$ cat src/hdl/isse_pkg.sv
package isse_pkg;

   localparam int KEY_BITS   = 16;
   localparam int UNIV_BITS  = 17;
   localparam int WORD_BITS  = 64;
   localparam int BIT_BITS   = 6;
   localparam int WIDX_BITS  = 10;
   localparam int NUM_WORDS  = 1024;
   localparam int SUM_WORDS  = 16;
   localparam int SIDX_BITS  = 4;

   localparam logic [UNIV_BITS-1:0] UNIV_MIN   = 17'd2;
   localparam logic [UNIV_BITS-1:0] UNIV_MAX   = 17'd65536;
   localparam logic [UNIV_BITS-1:0] UNIV_RESET = 17'd65536;
   localparam logic [UNIV_BITS-1:0] KEY_TOP    = 17'd65535;

   localparam logic [2:0] OP_INSERT = 3'd0;
   localparam logic [2:0] OP_DELETE = 3'd1;
   localparam logic [2:0] OP_MEMBER = 3'd2;
   localparam logic [2:0] OP_MIN    = 3'd3;
   localparam logic [2:0] OP_MAX    = 3'd4;
   localparam logic [2:0] OP_SUCC   = 3'd5;
   localparam logic [2:0] OP_PRED   = 3'd6;
   localparam logic [2:0] OP_NOP    = 3'd7;

   typedef struct packed {
      logic [2:0]          opcode;
      logic [KEY_BITS-1:0] key;
   } req_type;

   typedef struct packed {
      logic                hit;
      logic [KEY_BITS-1:0] value;
      logic                range_error;
   } rsp_type;

   typedef enum logic [2:0] {
      ST_CLEAR,
      ST_IDLE,
      ST_DECODE,
      ST_WORD,
      ST_SRCH_A,
      ST_SRCH_B,
      ST_SRCH_C
   } state_type;

   typedef enum logic [1:0] {
      PURP_QUERY,
      PURP_DEL_MIN,
      PURP_DEL_MAX
   } purp_type;

   typedef enum logic [1:0] {
      P_SUCC,
      P_PRED,
      P_ZERO,
      P_TOP
   } psel_type;

   typedef enum logic [1:0] {
      RSP_IMM,
      RSP_WORD,
      RSP_SRCH,
      RSP_DEL
   } rkind_type;

   typedef struct packed {
      logic      cfg_wr;
      logic      clr_step;
      logic      load_req;
      logic      word_rd;
      logic      word_upd;
      logic      srch_load;
      psel_type  p_sel;
      logic      srch_a;
      logic      srch_b;
      logic      srch_c;
      logic      set_min;
      logic      set_max;
      logic      set_empty;
      logic      respond;
      rkind_type rsp_kind;
   } cmd_type;

   typedef struct packed {
      logic [2:0] op;
      logic       rerr;
      logic       member;
      logic       srch_stop;
      logic       srch_found;
      logic       clr_last;
   } stat_type;

   function automatic logic [BIT_BITS-1:0] low_bit64(input logic [WORD_BITS-1:0] v);
      logic [BIT_BITS-1:0] n;
      n = '0;
      for (int i = WORD_BITS - 1; i >= 0; i--) begin
         if (v[i]) begin
            n = BIT_BITS'(i);
         end
      end
      return n;
   endfunction

   function automatic logic [BIT_BITS-1:0] high_bit64(input logic [WORD_BITS-1:0] v);
      logic [BIT_BITS-1:0] n;
      n = '0;
      for (int i = 0; i < WORD_BITS; i++) begin
         if (v[i]) begin
            n = BIT_BITS'(i);
         end
      end
      return n;
   endfunction

   function automatic logic [SIDX_BITS-1:0] low_bit16(input logic [SUM_WORDS-1:0] v);
      logic [SIDX_BITS-1:0] n;
      n = '0;
      for (int i = SUM_WORDS - 1; i >= 0; i--) begin
         if (v[i]) begin
            n = SIDX_BITS'(i);
         end
      end
      return n;
   endfunction

   function automatic logic [SIDX_BITS-1:0] high_bit16(input logic [SUM_WORDS-1:0] v);
      logic [SIDX_BITS-1:0] n;
      n = '0;
      for (int i = 0; i < SUM_WORDS; i++) begin
         if (v[i]) begin
            n = SIDX_BITS'(i);
         end
      end
      return n;
   endfunction

endpackage

$ cat src/hdl/isse_ctrl.sv
module isse_ctrl (
   input  logic               clock,
   input  logic               reset,
   input  logic               start,
   input  logic               csr_valid,
   output logic               csr_ready,
   output logic               busy,
   input  isse_pkg::stat_type stat,
   output isse_pkg::cmd_type  cmd
);

   isse_pkg::state_type state_ff, state_in;
   isse_pkg::purp_type  purp_ff, purp_in;
   logic                cfg_wr;
   logic                imm_op;
   logic                word_op;

   // In idle a register write waits while start is high, so a command beat and a
   // write never share an edge.
   assign csr_ready = ((state_ff == isse_pkg::ST_IDLE) && !start) ||
                      (state_ff == isse_pkg::ST_CLEAR);
   assign cfg_wr    = csr_valid && csr_ready;
   assign busy      = (state_ff != isse_pkg::ST_IDLE);

   assign imm_op  = stat.rerr || (stat.op == isse_pkg::OP_MIN) ||
                    (stat.op == isse_pkg::OP_MAX) || (stat.op == isse_pkg::OP_NOP);
   assign word_op = (stat.op == isse_pkg::OP_INSERT) || (stat.op == isse_pkg::OP_DELETE) ||
                    (stat.op == isse_pkg::OP_MEMBER);

   always_ff @(posedge clock) begin
      if (reset) begin
         state_ff <= isse_pkg::ST_CLEAR;
         purp_ff  <= isse_pkg::PURP_QUERY;
      end else begin
         state_ff <= state_in;
         purp_ff  <= purp_in;
      end
   end

   // Next state.
   always_comb begin
      state_in = state_ff;
      purp_in  = purp_ff;
      case (state_ff)
         isse_pkg::ST_CLEAR: begin
            if (!cfg_wr && stat.clr_last) begin
               state_in = isse_pkg::ST_IDLE;
            end
         end
         isse_pkg::ST_IDLE: begin
            if (cfg_wr) begin
               state_in = isse_pkg::ST_CLEAR;
            end else if (start) begin
               state_in = isse_pkg::ST_DECODE;
            end
         end
         isse_pkg::ST_DECODE: begin
            if (imm_op) begin
               state_in = isse_pkg::ST_IDLE;
            end else if (word_op) begin
               state_in = isse_pkg::ST_WORD;
            end else begin
               purp_in  = isse_pkg::PURP_QUERY;
               state_in = isse_pkg::ST_SRCH_A;
            end
         end
         isse_pkg::ST_WORD: begin
            if (stat.op == isse_pkg::OP_DELETE && stat.member) begin
               purp_in  = isse_pkg::PURP_DEL_MIN;
               state_in = isse_pkg::ST_SRCH_A;
            end else begin
               state_in = isse_pkg::ST_IDLE;
            end
         end
         isse_pkg::ST_SRCH_A: begin
            state_in = isse_pkg::ST_SRCH_B;
         end
         isse_pkg::ST_SRCH_B, isse_pkg::ST_SRCH_C: begin
            if (state_ff == isse_pkg::ST_SRCH_B && !stat.srch_stop) begin
               state_in = isse_pkg::ST_SRCH_C;
            end else if (purp_ff == isse_pkg::PURP_DEL_MIN && stat.srch_found) begin
               purp_in  = isse_pkg::PURP_DEL_MAX;
               state_in = isse_pkg::ST_SRCH_A;
            end else begin
               state_in = isse_pkg::ST_IDLE;
            end
         end
         default: begin
            state_in = isse_pkg::ST_CLEAR;
         end
      endcase
   end

   // Commands to the datapath.
   always_comb begin
      cmd        = '0;
      cmd.cfg_wr = cfg_wr;
      case (state_ff)
         isse_pkg::ST_CLEAR: begin
            cmd.clr_step = 1'b1;
         end
         isse_pkg::ST_IDLE: begin
            cmd.load_req = start && !cfg_wr;
         end
         isse_pkg::ST_DECODE: begin
            if (imm_op) begin
               cmd.respond  = 1'b1;
               cmd.rsp_kind = isse_pkg::RSP_IMM;
            end else if (word_op) begin
               cmd.word_rd = 1'b1;
            end else begin
               cmd.srch_load = 1'b1;
               cmd.p_sel     = (stat.op == isse_pkg::OP_SUCC) ? isse_pkg::P_SUCC
                                                               : isse_pkg::P_PRED;
            end
         end
         isse_pkg::ST_WORD: begin
            cmd.word_upd = 1'b1;
            if (stat.op == isse_pkg::OP_DELETE && stat.member) begin
               cmd.srch_load = 1'b1;
               cmd.p_sel     = isse_pkg::P_ZERO;
            end else begin
               cmd.respond  = 1'b1;
               cmd.rsp_kind = isse_pkg::RSP_WORD;
            end
         end
         isse_pkg::ST_SRCH_A: begin
            cmd.srch_a = 1'b1;
         end
         isse_pkg::ST_SRCH_B, isse_pkg::ST_SRCH_C: begin
            cmd.srch_b = (state_ff == isse_pkg::ST_SRCH_B);
            cmd.srch_c = (state_ff == isse_pkg::ST_SRCH_C);
            if (state_ff == isse_pkg::ST_SRCH_C || stat.srch_stop) begin
               case (purp_ff)
                  isse_pkg::PURP_DEL_MIN: begin
                     if (stat.srch_found) begin
                        cmd.set_min   = 1'b1;
                        cmd.srch_load = 1'b1;
                        cmd.p_sel     = isse_pkg::P_TOP;
                     end else begin
                        cmd.set_empty = 1'b1;
                        cmd.respond   = 1'b1;
                        cmd.rsp_kind  = isse_pkg::RSP_DEL;
                     end
                  end
                  isse_pkg::PURP_DEL_MAX: begin
                     cmd.set_max  = 1'b1;
                     cmd.respond  = 1'b1;
                     cmd.rsp_kind = isse_pkg::RSP_DEL;
                  end
                  default: begin
                     cmd.respond  = 1'b1;
                     cmd.rsp_kind = isse_pkg::RSP_SRCH;
                  end
               endcase
            end
         end
         default: begin
            cmd.clr_step = 1'b0;
         end
      endcase
   end

endmodule

$ cat config.mk
export PLATFORM = sky130hd
export DESIGN_NAME = isse_ctrl
export DESIGN_NICKNAME = d
export VERILOG_FILES = /design/src/hdl/isse_pkg.sv /design/src/hdl/isse_ctrl.sv
export SDC_FILE = /design/constraint.sdc
export NUM_CORES = 1
export LEC_CHECK = 0
export ABC_AREA = 1
export BUFFER_PORTS_ARGS = -buffer_cell sky130_fd_sc_hd__buf_2
export CAP_MARGIN = 20
export CORE_MARGIN = 3
export CORE_UTILIZATION = 38
export CTS_CLUSTER_DIAMETER = 150
export DETAILED_ROUTE_END_ITERATION = 10
export GPL_TIMING_DRIVEN = 0
export PLACE_DENSITY = 0.73
export SLEW_MARGIN = 10
export SYNTH_ARGS = -nofsm -noshare
export SYNTH_HDL_FRONTEND = slang
export SYNTH_SLANG_ARGS = --single-unit
$ cat constraint.sdc
create_clock -name clock -period 1.4 [get_ports clock]
set_clock_uncertainty 0.1 [all_clocks]
set_input_delay 0.14 -clock clock [delete_from_list [all_inputs] [get_ports clock]]
set_output_delay 0.14 -clock clock [all_outputs]
set_load 0.05 [all_outputs]
==> results of run 1 <==
-- metrics by stage --
step | utilization (%) | instance area [um2]
detailed placement | 61.8 | 835
global placement | 61.8 | 835
floorplan | - | 666
CTS | 93.8 | 1270
-- timing repair --
| item | CTS |
|---|---|
| buffers inserted | 18 |
| pin swaps | 16 |
| gates resized for setup | 73 |
| hold endpoints to repair | 2 |
| setup endpoints to repair | 21 |
| hold buffers | 1 |
-- cells by family after synthesis --
kind of cell | count (synthesis)
AO/OA/AOI/OAI | 7
flip-flops | 5
AND/OR/NAND/NOR | 63
adder cells (fa/ha/maj) | 2
buffers and inverters | 26
==> impl_metrics.toml, run 1 <==
[floorplan]
die_w_um = 44.6
start_util_pct = 42.0
rows = 13
ios = 31
die_y_um = 44.6

[yosys]
synth_edf_count = 0
yosys.area.top_type = "nand2_1"
synth_mux_area_share_pct = 0
yosysWarnings = 0
synth_compound_area_share_pct = 7.06
synth_top_area_share_pct = 18.5
synth_seq_cells = 5
synthTopCellsByArea = "nand2_1 19%, dfxtp_1 18%, inv_1 15%"
async_reset_ff_share_pct = 0
synth_most_common_cell = "nand2_1"
netlist_instances = 103
synth_nets = 117
synth_area_um2 = 567
yosys.area_share.simple_pct = 53.0
synth_common_cells = "28 x nand2_1, 22 x inv_1, 11 x nor2_1"
synthXorXnorAreaFrac_pct = 0
synth-adder-area-share_pct = 4.42
synth.distinct_cells = 21
ys_dominant_reg_cell = "dfxtp_1"
synth_top_family_by_area = "simple AND/OR/NAND/NOR gates"
synth.avg_cell_area_um2 = 5.50
synth_seq_area_share_pct = 17.7

[timing]
postGrtWorstEndpoint = "cmd[2]"
endpoint_type = "primary output"

[placement]
dp_cells = 148
place_ws_ps = -252
post-dp-hpwl_um = 1310
port_buffers = 30
gp_congestion = 0.794

[status]
firstError = "[ERROR DPL-0038] Utilization greater than 100%, impossible to legalize"
status = "aborted with a tool error"
lastStage = "global routing (5_1_grt)"

[clocking]
clk_path_buf_depth = 2
cts_buffers = 3
clock_sinks = 5
htree_levels = 1
cts-root-buf = "clkbuf_4"

[grt]
grt_max_degree = 7
==> inputs of run 2 (changes only) <==
- CORE_AREA: unset -> 3 3 64 66
- CORE_MARGIN: 3 -> unset
- CORE_UTILIZATION: 38 -> unset
- CTS_CLUSTER_DIAMETER: 150 -> unset
- DIE_AREA: unset -> 0 0 67 69
- PLACE_DENSITY: 0.73 -> unset
- PLACE_DENSITY_LB_ADDON: unset -> 0.15
- clock period: 1.4 -> 1.8 ns (I/O delays scaled with it)
==> impl_metrics.toml, run 2 <==
[status]
status = "completed"

[yosys]
netlist_instances = 103
synth.avg_cell_area_um2 = 5.50
synth_most_common_cell = "nand2_1"
synth_seq_area_share_pct = 17.7
synth_top_area_share_pct = 18.5
synth.distinct_cells = 21
ys_dominant_reg_cell = "dfxtp_1"
yosysWarnings = 0
synth_edf_count = 0
synth_nets = 117
async_reset_ff_share_pct = 0
synth_common_cells = "28 x nand2_1, 22 x inv_1, 11 x nor2_1"
synthTopCellsByArea = "nand2_1 19%, dfxtp_1 18%, inv_1 15%"
yosys.area.top_type = "nand2_1"
synth_area_um2 = 567
synth_seq_cells = 5

[routing]
wl_met3_um = 158
firstDrtPassIters = 4
ant_nets = 0
dr_wl_met2_um = 759
avgRoutedWirePerCell_um = 9.65
vias = 745
finalWirelength_um = 1790
m1WireLength_um = 853
top_layer = "met4"
drt_iter0_drc = 34
vias_per_cell = 4.03
drc_errors = 0

[power]
p_clk_share_pct = 42.8
p_sw_uw = 163
p_comb_share_pct = 30.9
seq_power_share_pct = 26.3
irDropWorstVdd_mv = 0.193
p_int_uw = 309
leakage_nw = 0.526
switching_share_pct = 34.5
p_per_area_mw_per_mm2 = 509

[placement]
post-dp-hpwl_um = 1520
gp_congestion = 0.812
port_buffers = 30

[timing]
maxSlewViolCount = 0
whs_ps = 68.2
setup_violations = 0
fin_crit_ps = 1740
maxSlewHeadroom_pct = 82.4
worstMarginPinSlew_ps = 262
finalCritPeriodShare_pct = 96.5
final_hold_viol_count = 0
rsz0062_at_grt = "yes"
fmax_mhz = 576
final.setup.tns_ps = 0

[hold_path]
hold_class = "in -> reg"

[grt]
antenna_found_initial = 0
grt_pass1_vias = 660
grt_pass1_wl_um = 2810
grt_overflow_total = 0
grt_use_total_pct = 7.81
grt_max_degree = 7

[clocking]
clk_pin_slew_ps = 30
cts-root-buf = "clkbuf_8"
tritoncts = "yes"
cts_hold_buf = 0
cts_buffers = 3
clock_sinks = 5
worstSkewPairLatency_ps = 220
htree_levels = 1
clk_path_buf_depth = 2

[finish]
layout_commonest_cell = "nand2_1"
multiInputGateArea_um2 = 425
top_register = "state_ff"
nets = 152
largest_reg_flops = 3
fillers = 446
drive_above_1_share_pct = 40.9
top_regs = "state_ff: 3 flops, purp_ff: 2 flops"
post-route-util_pct = 25.5
syn_to_final_growth_pct = 63.6
ff_latch_area_um2 = 106
diodes = 0
final_cell_mix = "24 x nand2_1, 23 x buf_2, 22 x inv_1"

[critical_path]
path_class = "reg -> out"
path_delay_family = "simple AND/OR/NAND/NOR gates"
worst_setup_path_start_kind = "flip-flop"
cp_slowest_cell = "dfxtp_4"
worstPathRequired_ps = 1520
slowest_delay_ps = 360
crit_chain = "inv_2, nand2_2, nor2_4, inv_2, or2_4, nand2_1, buf_6"
crit_arrival_ps = 1460
crit_top_cell = "inv_2"
crit_fanout = 6
end_kind = "output port"
path_buf_inv = 3

[floorplan]
ios = 31
die_w_um = 67
core_mm2 = 0.00363
die_y_um = 69
start_util_pct = 15.6
die-area_mm2 = 0.00462
rows = 22

[flow_run]
max-cap-violations = 0
[run 2: cell counts after synthesis]
Identical to the previous run, type by type.
[run 2: worst paths after layout]
check | slack (ps) | end | cells past startpoint | from
worst max-delay path | 60 | cmd[10] | 7 | state_ff[2]
worst min-delay path | 70 | state_ff[1] | 2 | reset
worst max register to register | 360 | purp_ff[0] | 9 | state_ff[2]
worst min register to register | 420 | purp_ff[0] | 2 | purp_ff[0]
[run 2: kinds of logic after synthesis]
logic type,after synthesis,share of synthesized area [%]
buffers and inverters,26,17.9
AND/OR/NAND/NOR,63,53.0
adder cells (fa/ha/maj),2,4.41
AO/OA/AOI/OAI,7,7.06
flip-flops,5,17.7
[run 2: per-layer routing]
| layer | vias to the layer above | track usage (%) |
|---|---|---|
| li1 | 384 | - |
| met4 | 0 | 2.70 |
| met5 | - | 0 |
| met3 | 2 | 2.61 |
| met1 | 325 | 11.0 |
| met2 | 34 | 10.9 |
[run 2: power groups by stage]
stage	clock network [mW]	registers (mW)	logic (mW)
floorplan	0	0.124	0.103
global placement	0	0.125	0.141
detailed placement	0	0.126	0.141
CTS	0.210	0.124	0.142
global route	0.217	0.125	0.160
finish	0.202	0.124	0.146
[run 2: area by class of cell]
| type | count | area share, % |
|---|---|---|
| Tap cell | 48 | 6.48 |
| Clock buffer | 4 | 4.86 |
| Multi-Input combinational cell | 72 | 45.9 |
| Sequential cell | 5 | 11.5 |
| Buffer | 1 | 0.810 |
| Timing Repair Buffer | 30 | 20.1 |
| Inverter | 25 | 10.4 |
[run 2: through the flow]
stage	cells	setup slack, ps	cell area, um2	power, mW
after floorplan	103	-52.8	591	0.227
after global placement	181	152	801	0.266
after detailed placement	181	167	801	0.267
after CTS	185	17.7	855	0.476
after global routing	185	-24.9	927	0.503
final	185	63.3	927	0.472
[run 2: what timing repair did]
item | 4_1_cts | 5_1_grt
gates cloned | 0 | 0
setup buffers | 0 | 0
setup endpoints to repair | 2 | 7
pin swaps | 0 | 1
resized for setup | 3 | 23
(Power assumes the default switching activity.)
